<file path="src/design/tmlmh_pkg.sv">
`default_nettype none
// ----------------------------------------------------------------------------
// tmlmh_pkg
// shared types, constants and helpers of the top-m largest min-heap block
// ----------------------------------------------------------------------------
package tmlmh_pkg;

	localparam int CAPACITY = 8;
	localparam int DATA_W   = 32;
	localparam int KEEP_W   = 4;
	localparam int SIZE_W   = 4;
	localparam int IDX_W    = $clog2(CAPACITY + 1);
	localparam int ADDR_W   = $clog2(CAPACITY);
	localparam int KEEP_RST = 5;

	typedef logic signed [DATA_W-1:0] data_t;
	typedef logic [IDX_W-1:0]         idx_t;
	typedef logic [ADDR_W-1:0]        addr_t;
	typedef logic [KEEP_W-1:0]        keep_t;
	typedef logic [SIZE_W-1:0]        size_t;

	typedef enum logic {
		OP_INSERT = 1'b0,
		OP_REMOVE = 1'b1
	} op_t;

	typedef enum logic [1:0] {
		OC_APPENDED  = 2'd0,
		OC_REPLACED  = 2'd1,
		OC_DISCARDED = 2'd2,
		OC_EMPTY     = 2'd3
	} outcome_t;

	typedef enum logic [2:0] {
		ST_IDLE,
		ST_ROOT_RD,
		ST_ROOT_CHK,
		ST_UP_RD,
		ST_UP_CHK,
		ST_DN_RD,
		ST_DN_CHK,
		ST_DONE
	} state_t;

	typedef struct packed {
		logic  we;
		addr_t addr;
		data_t data;
	} ram_wr_t;

	typedef struct packed {
		addr_t addr_a;
		addr_t addr_b;
	} ram_rd_t;

	// heap index (1-based) to memory address
	function automatic addr_t to_addr(idx_t i);
		idx_t t;
		t = i - idx_t'(1);
		return t[ADDR_W-1:0];
	endfunction

endpackage
`default_nettype wire

</file>
<file path="src/design/tmlmh_if.sv">
`default_nettype none
// ----------------------------------------------------------------------------
// tmlmh_if
// request and result channels of the top-m largest min-heap block
// ----------------------------------------------------------------------------
interface tmlmh_in_if import tmlmh_pkg::*; ();
	logic  valid;
	logic  ready;
	logic  operation;
	data_t value;

	modport source (output valid, output operation, output value, input ready);
	modport sink   (input valid, input operation, input value, output ready);
endinterface

interface tmlmh_out_if import tmlmh_pkg::*; ();
	logic             valid;
	logic             ready;
	data_t            out_value;
	logic [1:0]       outcome;
	logic [SIZE_W-1:0] size_now;

	modport source (output valid, output out_value, output outcome, output size_now,
		input ready);
	modport sink   (input valid, input out_value, input outcome, input size_now,
		output ready);
endinterface
`default_nettype wire

</file>
<file path="src/design/tmlmh_ram.sv">
`default_nettype none
// ----------------------------------------------------------------------------
// tmlmh_ram
// generic memory, one write port and two registered read ports
// ----------------------------------------------------------------------------
module tmlmh_ram #(
	parameter int DEPTH = 8,
	parameter int WIDTH = 32
) (
	input  wire logic                     clk,
	input  wire logic                     we,
	input  wire logic [$clog2(DEPTH)-1:0] waddr,
	input  wire logic [WIDTH-1:0]         wdata,
	input  wire logic [$clog2(DEPTH)-1:0] raddr_a,
	input  wire logic [$clog2(DEPTH)-1:0] raddr_b,
	output logic      [WIDTH-1:0]         rdata_a,
	output logic      [WIDTH-1:0]         rdata_b
);

	logic [WIDTH-1:0] mem [DEPTH];

	always_ff @(posedge clk) begin
		if (we) begin
			mem[waddr] <= wdata;
		end
	end

	always_ff @(posedge clk) begin
		rdata_a <= mem[raddr_a];
		rdata_b <= mem[raddr_b];
	end

endmodule
`default_nettype wire

</file>
<file path="src/design/tmlmh_ctrl.sv">
`default_nettype none
// ----------------------------------------------------------------------------
// tmlmh_ctrl
// sequencer and datapath: root check, sift-up and sift-down over the memory
// ----------------------------------------------------------------------------
module tmlmh_ctrl import tmlmh_pkg::*; (
	input  wire logic   clk,
	input  wire logic   arst_n,
	tmlmh_in_if.sink    in_ch,
	tmlmh_out_if.source out_ch,
	input  wire idx_t   limit,
	output ram_wr_t     ram_wr,
	output ram_rd_t     ram_rd,
	input  wire data_t  rdata_a,
	input  wire data_t  rdata_b
);

	state_t   state_q, state_d;
	op_t      op_q;
	idx_t     size_q;
	idx_t     pos_q;
	idx_t     chd_q;
	data_t    x_q;
	data_t    res_q;
	outcome_t outc_q;

	logic     out_valid_q;
	data_t    out_val_q;
	outcome_t out_outc_q;
	idx_t     out_size_q;

	logic             accept;
	logic             out_free;
	idx_t             parent;
	logic [IDX_W:0]   child_w;
	idx_t             child_idx;
	logic             dn_leaf;
	logic             up_move;
	logic             use_right;
	data_t            sel_val;
	idx_t             sel_idx;
	logic             dn_move;
	logic             root_less;

	assign accept    = in_ch.valid && in_ch.ready;
	assign out_free  = !out_valid_q || out_ch.ready;
	assign parent    = pos_q >> 1;
	assign child_w   = {pos_q, 1'b0};
	assign child_idx = child_w[IDX_W-1:0];
	assign dn_leaf   = child_w > {1'b0, size_q};
	assign up_move   = x_q < rdata_a;
	assign use_right = (chd_q < size_q) && (rdata_b < rdata_a);
	assign sel_val   = use_right ? rdata_b : rdata_a;
	assign sel_idx   = use_right ? chd_q + idx_t'(1) : chd_q;
	assign dn_move   = sel_val < x_q;
	assign root_less = rdata_a < x_q;

	// next state
	always_comb begin
		state_d = state_q;
		case (state_q)
			ST_IDLE: begin
				if (accept) begin
					if (op_t'(in_ch.operation) == OP_INSERT) begin
						if (size_q < limit) begin
							state_d = ST_UP_RD;
						end else if (size_q != '0) begin
							state_d = ST_ROOT_RD;
						end else begin
							state_d = ST_DONE;
						end
					end else if (size_q != '0) begin
						state_d = ST_ROOT_RD;
					end else begin
						state_d = ST_DONE;
					end
				end
			end
			ST_ROOT_RD: state_d = ST_ROOT_CHK;
			ST_ROOT_CHK: begin
				if (op_q == OP_REMOVE || root_less) begin
					state_d = ST_DN_RD;
				end else begin
					state_d = ST_DONE;
				end
			end
			ST_UP_RD: state_d = (pos_q == idx_t'(1)) ? ST_DONE : ST_UP_CHK;
			ST_UP_CHK: state_d = up_move ? ST_UP_RD : ST_DONE;
			ST_DN_RD: state_d = dn_leaf ? ST_DONE : ST_DN_CHK;
			ST_DN_CHK: state_d = dn_move ? ST_DN_RD : ST_DONE;
			ST_DONE: begin
				if (out_free) begin
					state_d = ST_IDLE;
				end
			end
			default: state_d = ST_IDLE;
		endcase
	end

	// memory ports and request handshake
	always_comb begin
		in_ch.ready   = (state_q == ST_IDLE);
		ram_wr        = '0;
		ram_rd.addr_a = '0;
		ram_rd.addr_b = '0;
		case (state_q)
			ST_ROOT_RD: begin
				ram_rd.addr_a = to_addr(idx_t'(1));
				ram_rd.addr_b = to_addr(size_q);
			end
			ST_UP_RD: begin
				if (pos_q == idx_t'(1)) begin
					ram_wr.we   = 1'b1;
					ram_wr.addr = to_addr(pos_q);
					ram_wr.data = x_q;
				end else begin
					ram_rd.addr_a = to_addr(parent);
				end
			end
			ST_UP_CHK: begin
				ram_wr.we   = 1'b1;
				ram_wr.addr = to_addr(pos_q);
				ram_wr.data = up_move ? rdata_a : x_q;
			end
			ST_DN_RD: begin
				if (dn_leaf) begin
					ram_wr.we   = (pos_q <= size_q);
					ram_wr.addr = to_addr(pos_q);
					ram_wr.data = x_q;
				end else begin
					ram_rd.addr_a = to_addr(child_idx);
					ram_rd.addr_b = (child_idx < size_q) ? to_addr(child_idx + idx_t'(1))
						: to_addr(child_idx);
				end
			end
			ST_DN_CHK: begin
				ram_wr.we   = 1'b1;
				ram_wr.addr = to_addr(pos_q);
				ram_wr.data = dn_move ? sel_val : x_q;
			end
			default: begin
			end
		endcase
	end

	always_ff @(posedge clk or negedge arst_n) begin
		if (!arst_n) begin
			state_q <= ST_IDLE;
			size_q  <= '0;
		end else begin
			state_q <= state_d;
			if (state_q == ST_IDLE && accept && op_t'(in_ch.operation) == OP_INSERT
				&& size_q < limit) begin
				size_q <= size_q + idx_t'(1);
			end else if (state_q == ST_ROOT_CHK && op_q == OP_REMOVE) begin
				size_q <= size_q - idx_t'(1);
			end
		end
	end

	// item payload registers
	always_ff @(posedge clk) begin
		case (state_q)
			ST_IDLE: begin
				if (accept) begin
					op_q  <= op_t'(in_ch.operation);
					x_q   <= in_ch.value;
					res_q <= '0;
					pos_q <= size_q + idx_t'(1);
					if (op_t'(in_ch.operation) == OP_INSERT) begin
						outc_q <= (size_q < limit) ? OC_APPENDED : OC_DISCARDED;
					end else begin
						outc_q <= OC_EMPTY;
					end
				end
			end
			ST_ROOT_CHK: begin
				pos_q <= idx_t'(1);
				if (op_q == OP_REMOVE) begin
					res_q  <= rdata_a;
					x_q    <= rdata_b;
					outc_q <= OC_APPENDED;
				end else begin
					outc_q <= root_less ? OC_REPLACED : OC_DISCARDED;
				end
			end
			ST_UP_CHK: begin
				if (up_move) begin
					pos_q <= parent;
				end
			end
			ST_DN_RD: begin
				chd_q <= child_idx;
			end
			ST_DN_CHK: begin
				if (dn_move) begin
					pos_q <= sel_idx;
				end
			end
			default: begin
			end
		endcase
	end

	// result register
	always_ff @(posedge clk or negedge arst_n) begin
		if (!arst_n) begin
			out_valid_q <= 1'b0;
		end else if (state_q == ST_DONE && out_free) begin
			out_valid_q <= 1'b1;
		end else if (out_ch.ready) begin
			out_valid_q <= 1'b0;
		end
	end

	always_ff @(posedge clk) begin
		if (state_q == ST_DONE && out_free) begin
			out_val_q  <= res_q;
			out_outc_q <= outc_q;
			out_size_q <= size_q;
		end
	end

	assign out_ch.valid     = out_valid_q;
	assign out_ch.out_value = out_val_q;
	assign out_ch.outcome   = out_outc_q;
	assign out_ch.size_now  = SIZE_W'(out_size_q);

	a_size_bound: assert property (@(posedge clk) disable iff (!arst_n)
		size_q <= idx_t'(CAPACITY))
		else $error("heap count above capacity");

	a_write_in_heap: assert property (@(posedge clk) disable iff (!arst_n)
		ram_wr.we |-> (pos_q != '0) && (pos_q <= size_q))
		else $error("memory write outside the held entries");

	a_size_step: assert property (@(posedge clk) disable iff (!arst_n)
		(size_q != $past(size_q)) |->
			($past(state_q) == ST_IDLE || $past(state_q) == ST_ROOT_CHK))
		else $error("heap count changed outside an update point");

	a_result_from_done: assert property (@(posedge clk) disable iff (!arst_n)
		$rose(out_valid_q) |-> $past(state_q) == ST_DONE)
		else $error("result raised outside completion");

endmodule
`default_nettype wire

</file>
<file path="src/design/top_m_largest_min_heap_top.sv">
`default_nettype none
// ----------------------------------------------------------------------------
// top_m_largest_min_heap_top
// keeps the largest signed values of a stream in a binary min-heap
// ----------------------------------------------------------------------------
// a request walks the heap level by level; the number of levels passed is at most
//   log2 of capacity, and each level costs a memory read and a compare/write state
// one request at a time: a new one is taken only once the last has finished and its
//   result has gone into the output register, which waits while an older result is held
// reset: heap empty, keep_count 5, memory contents left as they are
module top_m_largest_min_heap_top import tmlmh_pkg::*; (
	input  wire logic              clk,
	input  wire logic              arst_n,
	tmlmh_in_if.sink               in_ch,
	tmlmh_out_if.source            out_ch,
	input  wire logic              cfg_we,
	input  wire logic [KEEP_W-1:0] cfg_wdata
);

	keep_t   keep_q;
	idx_t    limit;
	ram_wr_t ram_wr;
	ram_rd_t ram_rd;
	data_t   rdata_a;
	data_t   rdata_b;

	always_ff @(posedge clk or negedge arst_n) begin
		if (!arst_n) begin
			keep_q <= keep_t'(KEEP_RST);
		end else if (cfg_we) begin
			keep_q <= cfg_wdata;
		end
	end

	assign limit = (int'(keep_q) > CAPACITY) ? idx_t'(CAPACITY) : idx_t'(keep_q);

	tmlmh_ctrl u_ctrl (
		.clk     (clk),
		.arst_n  (arst_n),
		.in_ch   (in_ch),
		.out_ch  (out_ch),
		.limit   (limit),
		.ram_wr  (ram_wr),
		.ram_rd  (ram_rd),
		.rdata_a (rdata_a),
		.rdata_b (rdata_b)
	);

	tmlmh_ram #(
		.DEPTH (CAPACITY),
		.WIDTH (DATA_W)
	) u_ram (
		.clk     (clk),
		.we      (ram_wr.we),
		.waddr   (ram_wr.addr),
		.wdata   (ram_wr.data),
		.raddr_a (ram_rd.addr_a),
		.raddr_b (ram_rd.addr_b),
		.rdata_a (rdata_a),
		.rdata_b (rdata_b)
	);

endmodule
`default_nettype wire
</file>
<file path="src/flat_wrapper.sv">
// flat-port wrapper written by rule: the top's interface ports become plain ports
module top_m_largest_min_heap_top_flat import tmlmh_pkg::*;
  (clk, arst_n, cfg_we, cfg_wdata, in_ch_valid, in_ch_operation, in_ch_value, in_ch_ready, out_ch_valid, out_ch_out_value, out_ch_outcome, out_ch_size_now, out_ch_ready);
  tmlmh_in_if in_ch_i ();
  tmlmh_out_if out_ch_i ();
  input  wire logic clk;
  input  wire logic arst_n;
  input  wire logic cfg_we;
  input  wire logic [KEEP_W-1:0] cfg_wdata;
  input wire logic [$bits(in_ch_i.valid)-1:0] in_ch_valid;
  input wire logic [$bits(in_ch_i.operation)-1:0] in_ch_operation;
  input wire logic [$bits(in_ch_i.value)-1:0] in_ch_value;
  output wire logic [$bits(in_ch_i.ready)-1:0] in_ch_ready;
  output wire logic [$bits(out_ch_i.valid)-1:0] out_ch_valid;
  output wire logic [$bits(out_ch_i.out_value)-1:0] out_ch_out_value;
  output wire logic [$bits(out_ch_i.outcome)-1:0] out_ch_outcome;
  output wire logic [$bits(out_ch_i.size_now)-1:0] out_ch_size_now;
  input wire logic [$bits(out_ch_i.ready)-1:0] out_ch_ready;
  assign in_ch_i.valid = in_ch_valid;
  assign in_ch_i.operation = in_ch_operation;
  assign in_ch_i.value = in_ch_value;
  assign in_ch_ready = in_ch_i.ready;
  assign out_ch_valid = out_ch_i.valid;
  assign out_ch_out_value = out_ch_i.out_value;
  assign out_ch_outcome = out_ch_i.outcome;
  assign out_ch_size_now = out_ch_i.size_now;
  assign out_ch_i.ready = out_ch_ready;
  top_m_largest_min_heap_top u_core (.clk(clk), .arst_n(arst_n), .in_ch(in_ch_i), .out_ch(out_ch_i), .cfg_we(cfg_we), .cfg_wdata(cfg_wdata));
endmodule
</file>
<file path="config.mk">
export PLATFORM = sky130hd
export DESIGN_NAME = top_m_largest_min_heap_top_flat
export DESIGN_NICKNAME = d
export VERILOG_FILES = /design/src/design/tmlmh_pkg.sv /design/src/design/tmlmh_if.sv /design/src/design/tmlmh_ram.sv /design/src/design/tmlmh_ctrl.sv /design/src/design/top_m_largest_min_heap_top.sv /design/src/flat_wrapper.sv
export SDC_FILE = /design/constraint.sdc
export NUM_CORES = 1
export LEC_CHECK = 0
export BUFFER_PORTS_ARGS = -buffer_cell sky130_fd_sc_hd__buf_4
export CELL_PAD_IN_SITES_DETAIL_PLACEMENT = 2
export CELL_PAD_IN_SITES_GLOBAL_PLACEMENT = 2
export CORE_MARGIN = 8
export CORE_UTILIZATION = 45
export DETAILED_ROUTE_END_ITERATION = 7
export PLACE_DENSITY = 0.86
export SLEW_MARGIN = 20
export SYNTH_ARGS = -nofsm -noshare
export SYNTH_HDL_FRONTEND = slang
export SYNTH_HIERARCHICAL = 1
export SYNTH_SLANG_ARGS = --single-unit
export TNS_END_PERCENT = 30
</file>
<file path="constraint.sdc">
create_clock -name clk -period 17.6 [get_ports clk]
set_input_delay 1.76 -clock clk [delete_from_list [all_inputs] [get_ports clk]]
set_output_delay 1.76 -clock clk [all_outputs]
set_load 0.05 [all_outputs]
</file>
# Word-level counts from Yosys, hierarchy flattened
# Memories as Yosys holds them, arrays and structs flattened. A register that Yosys moved wholly into a read port is not among the register bits.
# Cells that the tools add are included.
dict set report word_totals {
  register_bits 124
  latch_bits 0
  ramBits 256
  mem_bits_ro 0
  output_inout_bits 40
  memories 1
}
# name depth word_bits rd rd_ports_with_merged_regs wr line
set memory_table {}
lappend memory_table {u_core.u_ram.mem 8 32 2 2 1 tmlmh_ram.sv:20} ;# logic [WIDTH-1:0] mem [DEPTH];
dict set report op_classes {
  add_sub_neg 8
  multipliers 0
  div 0
  magnitude_cmp 10
  eq_ne 13
  shift 0
  n_mux 46
  bitwise 1
  reduce_logical 21
}
# cell count
set op_table {}
lappend op_table {{two-way mux 32 bit} 7}
lappend op_table {{one-hot mux 36 bit (4 select lines)} 1}
lappend op_table {{< comparator 32 bit} 4}
lappend op_table {{one-hot mux 32 bit (2 select lines)} 2}
lappend op_table {{two-way mux 36 bit} 2}
lappend op_table {{two-way mux 4 bit} 7}
lappend op_table {{two-way mux 3 bit} 8}
lappend op_table {{one-hot mux 3 bit (8 select lines)} 1}
lappend op_table {{two-way mux 2 bit} 8}
lappend op_table {{one-hot mux 4 bit (4 select lines)} 1}
lappend op_table {{equality test 3 bit, second input constant} 4}
lappend op_table {{< comparator 4 bit} 3}
lappend op_table {{one-hot mux 3 bit (2 select lines)} 2}
lappend op_table {{subtractor 3 x 1 -> 3 bit, second input constant} 4}
lappend op_table {{adder 4 x 1 -> 4 bit, second input constant} 2}
lappend op_table {{!= test 2 bit, second input constant} 4}
lappend op_table {{nonzero test 4 bit} 2}
lappend op_table {{logical AND 1 bit} 7}
lappend op_table {{equality test 3 x 2 -> 1 bit, second input constant} 2}
lappend op_table {{two-way mux 6 bit} 1}
lappend op_table {{AND reduction 2 bit} 3}
lappend op_table {{nonzero test 2 bit} 3}
lappend op_table {{greater-than comparator 5 x 4 -> 1 bit} 1}
lappend op_table {{two-way mux 1 bit} 5}
lappend op_table {{other kinds (14)} 15}

# Depth between registers and ports, before layout
dict set report depth {
  depth_word 8
  ltp_mapped 22
  ltp_nobuf 20
}

# Modules after synthesis
# Netlist, hierarchy kept.
# module n_inst cells_per_inst area_per_inst_um2 seq_area_each_um2
set by_module_without_submodules {}
lappend by_module_without_submodules {tmlmh_ram 1 561 13180.1 8968.6}
lappend by_module_without_submodules {tmlmh_ctrl 1 864 8439.3 3563.4}
lappend by_module_without_submodules {top_m_largest_min_heap_top 1 12 170.2 102.6}

# Worst setup path before layout
# OpenSTA, ideal clock, no wires.
dict set report synth_timing {
  path_kind {reg-to-reg}
  startpoint {register u_core.u_ram.rdata_a[2] (read register of u_core.u_ram.mem)}
  endpoint {memory u_core.u_ram.mem[0][10] (data pin)}
  setup_time_ps 284
  t_arrival_ps 5483
  required_ps 17316
  setup_slack_ps 11833
  stages_incl_launch_ff 21
  period_less_slack_ps 5767
  path_cell_list {dfxtp_1 > inv_1 > ha_1 > a211o_1 > a31oi_1 > o311a_1 > o41ai_1 > a31oi_1 > mux2i_2 > clkbuf_1 > mux2_2 > ha_1 > nand4_1 > or4_1 > or4_4 > or4b_1 > o21ai_0 > a211oi_1 > and2_4 > buf_6 > a221o_1}
}
# element line
set synth_rtl {}
lappend synth_rtl {{from (decl)} tmlmh_ram.sv:16} ;# output logic [WIDTH-1:0] rdata_a,
lappend synth_rtl {{to (decl)} tmlmh_ram.sv:20}

==> reports/metrics.cfg <==
[outcome]
status=completed

[timing]
period_needed_ps=8520
slew_headroom_pct=23.9
worst_pin_slew_ps=1140
setup_tns_ps=0
hold_viol=0
holdWs_ps=418
timing.final.crit_share_pct=48.4
maxSlewViolCount=0
finalSetupViolations=0
fmax_mhz=117
rsz0062_at_grt=no
skew_ps=37.5

[run]
maxCapViolCount=0

[clock_network]
clk_path_buf_depth=3
clockRootBuffer=clkbuf_16
cts_sinks=444
h-tree-depth=2
cts_made_buffers=47
clock_latency_ps=630
path_clk_slew_ps=60
cts_hold_buffers=0
cts_setup_buffers=0
cts_tree=done
cts_resized=0

[logic_synthesis]
yosys_warnings=6
syn_inst=1437
yosysSeqAreaShare_pct=58.0
synth-seq-cells=444
syn_area_per_cell_um2=15.2
syn_nets=1591
synth.distinct_cells=64
synth-edff-count=368
syn-cell-area_um2=21800
synthArstFlopShare_pct=2.70
ys.flop_type=edfxtp_1

[floorplan]
core_area_um2=47700
die_x_um=236
ioPinCount=82
initial_core_util_pct=45.6
chipHeight_um=236
dieArea_um2=55700
num_rows=80

[layout]
nets=1669
drive_gt1_share_pct=22.3
final_common_cell=edfxtp_1
mostFrequentLayoutCells=edfxtp_1 (368), nand2_1 (135), ha_1 (112), buf_4 (99), mux2_2 (99)
multi_input_area_um2=8610
synthToLayoutAreaGrowth_pct=13.3
insertedDiodeCount=0
regArea_um2=12600
fill_cells=4194

[global_route]
grt_max_degree=65
grt_pass1_wl_um=117000
antenna_found_initial=1
overflow=0
globalRouteTotalUtil_pct=28.3
grt_pass1_vias=16493

[detailed_routing]
drc=0
drt-total-wl_um=80300
via_per_inst=6.81
first_pass_iters=5
ant_nets=0
dr.first_iter.drc_count=1652
wl_per_cell_um=37.0
vias=14777

[worst_setup_path]
cp-end-kind=flip-flop
timing.rr.start=u_core/u_ram/rdata_a[7]$_DFF_P_
worstSetupPathType=flip-flop to flip-flop
cp-start-kind=flip-flop
path_max_fanout=23
reg2reg_depth=20
crit_required_ps=17900
ff2ff_setup_slack_ps=9080
critPathArrivalTime_ps=8820
r2r-end=u_core/u_ram/mem[6][14]$_DFFE_PP_

[min_path]
hold_depth=0
hold_path_end=u_core/u_ctrl/out_ch.out_value[13]$_DFFE_PP_
worstHoldStart=u_core/u_ctrl/res_q[13]$_SDFFCE_PN0P_
worstHoldPathType=flip-flop to flip-flop

[power]
power_leakage_nw=9.14
ir_worst_vdd_v=0.0000878
power_density_nw_per_um2=223

[placement]
portBuffers=81
dp_hpwl_um=47200
gp_congestion=0.824

## kinds of logic (layout without fill, tap and decap cells)
family,after synthesis,count (layout),synth area share [%]
AOI/OAI and AO/OA,168,168,5.55
xor gates and xnor gates,7,7,0.281
adders and majority gates,112,112,6.43
buffers and inverters,155,272,3.32
DFF,444,444,58.0
muxes,231,231,19.9
and+or+nand+nor,320,320,6.51
## critical path, cell delays in order (launching register included)
cell       delay, ps
dfxtp_1          370
inv_1            120
ha_1             370
nand4_1          100
o311a_1          420
o41ai_1          610
a31oi_1          280
mux2i_4          610
buf_4            560
mux2_2           430
ha_1             320
a21o_1           190
a21o_1           170
a2111oi_0        500
o31ai_1          320
nor4b_1          650
o21ai_0          240
a211oi_1         650
o21bai_2         410
buf_4            390
a221o_1          480
## metal layers
layer / track usage [%] / routed length [um] / up-vias / part of all wire [%]
li1: - / - / 5849 / -
met2: 47.9 / 39400 / 864 / 49
met3: 6.32 / 6160 / 296 / 7.7
met1: 33.5 / 30200 / 7766 / 38
met5: 0 / 13 / - / 0.016
met4: 14.9 / 4550 / 2 / 5.7
## final cells by class
type                            count  area share (%)
Multi-Input combinational cell    838            34.9
Clock inverter                     24            1.23
Clock buffer                       64            5.22
Inverter                           84            1.28
Sequential cell                   444            51.2
Timing Repair Buffer              100            3.12
Tap cell                          615            3.12
## registers in the layout (all words and copies together), names as in the netlist, 3 cells and up
register and flops:
u_core/u_ctrl/out_ch.out_value 32, u_core/u_ctrl/x_q 32, u_core/u_ram/rdata_a 32, u_core/u_ctrl/out_ch.size_now 4, u_core/u_ram/mem 256, u_core/u_ctrl/state_q 3
u_core/u_ctrl/pos_q 4, u_core/u_ctrl/res_q 32, u_core/u_ctrl/size_q 4, u_core/u_ram/rdata_b 32, u_core/keep_q 4, u_core/u_ctrl/chd_q 3
## how the worst max path moves through the flow
stage	to	start	cells past startpoint	slack (ps)
after floorplan	u_core/u_ram/mem[0][10]$_DFFE_PP_	u_core/u_ram/rdata_a[2]$_DFF_P_	20	11830
after global placement	u_core/u_ram/mem[0][20]$_DFFE_PP_	u_core/u_ram/rdata_a[6]$_DFF_P_	20	10150
after detailed placement	u_core/u_ram/mem[1][19]$_DFFE_PP_	u_core/u_ram/rdata_a[6]$_DFF_P_	20	9850
after CTS	u_core/u_ram/mem[2][12]$_DFFE_PP_	u_core/u_ram/rdata_a[7]$_DFF_P_	20	9390
after global routing	u_core/u_ram/mem[6][14]$_DFFE_PP_	u_core/u_ram/rdata_a[7]$_DFF_P_	20	8960
final	u_core/u_ram/mem[6][14]$_DFFE_PP_	u_core/u_ram/rdata_a[7]$_DFF_P_	20	9080
## metrics by stage
stage / util, % / setup WS, ps / power, mW / cell area, um2 / cells
floorplan: - / 11830 / 3.33 / 21800 / 1437
global placement: 48.3 / 10150 / 4.00 / 23100 / 2080
detailed placement: 48.3 / 9850 / 4.25 / 23100 / 2080
CTS: 51.6 / 9390 / 5.45 / 24600 / 2168
global route: 51.7 / 8960 / 5.66 / 24700 / 2169
finish: 51.7 / 9080 / 5.51 / 24700 / 2169
## cell usage after synthesis (17+ instances only)
cell type  instances  area share (%)
clkbuf_1          27            0.47
nor2_1            75             1.3
dfxtp_1           64             5.9
mux2_2            99             5.1
ha_1             112             6.4
a21oi_1           39            0.90
a221o_1           31             1.4
nand2_1          138             2.4
o21ai_0           27            0.62
inv_1             83             1.4
mux4_2            48             5.0
mux4_1            80             9.6
buf_6             17            0.88
nor3_1            44             1.0
a21o_1            17            0.59
edfxtp_1         368              51
## where the power goes
| group | total (mW) | leakage, nW | switching (mW) | internal, mW |
|---|---|---|---|---|
| Clock | 1.06 | 0.778 | 0.449 | 0.607 |
| Combinational | 2.65 | 4.27 | 1.68 | 0.966 |
| Sequential | 1.81 | 4.09 | 0.226 | 1.59 |
Note: power is estimated with default switching activity, not from simulation.
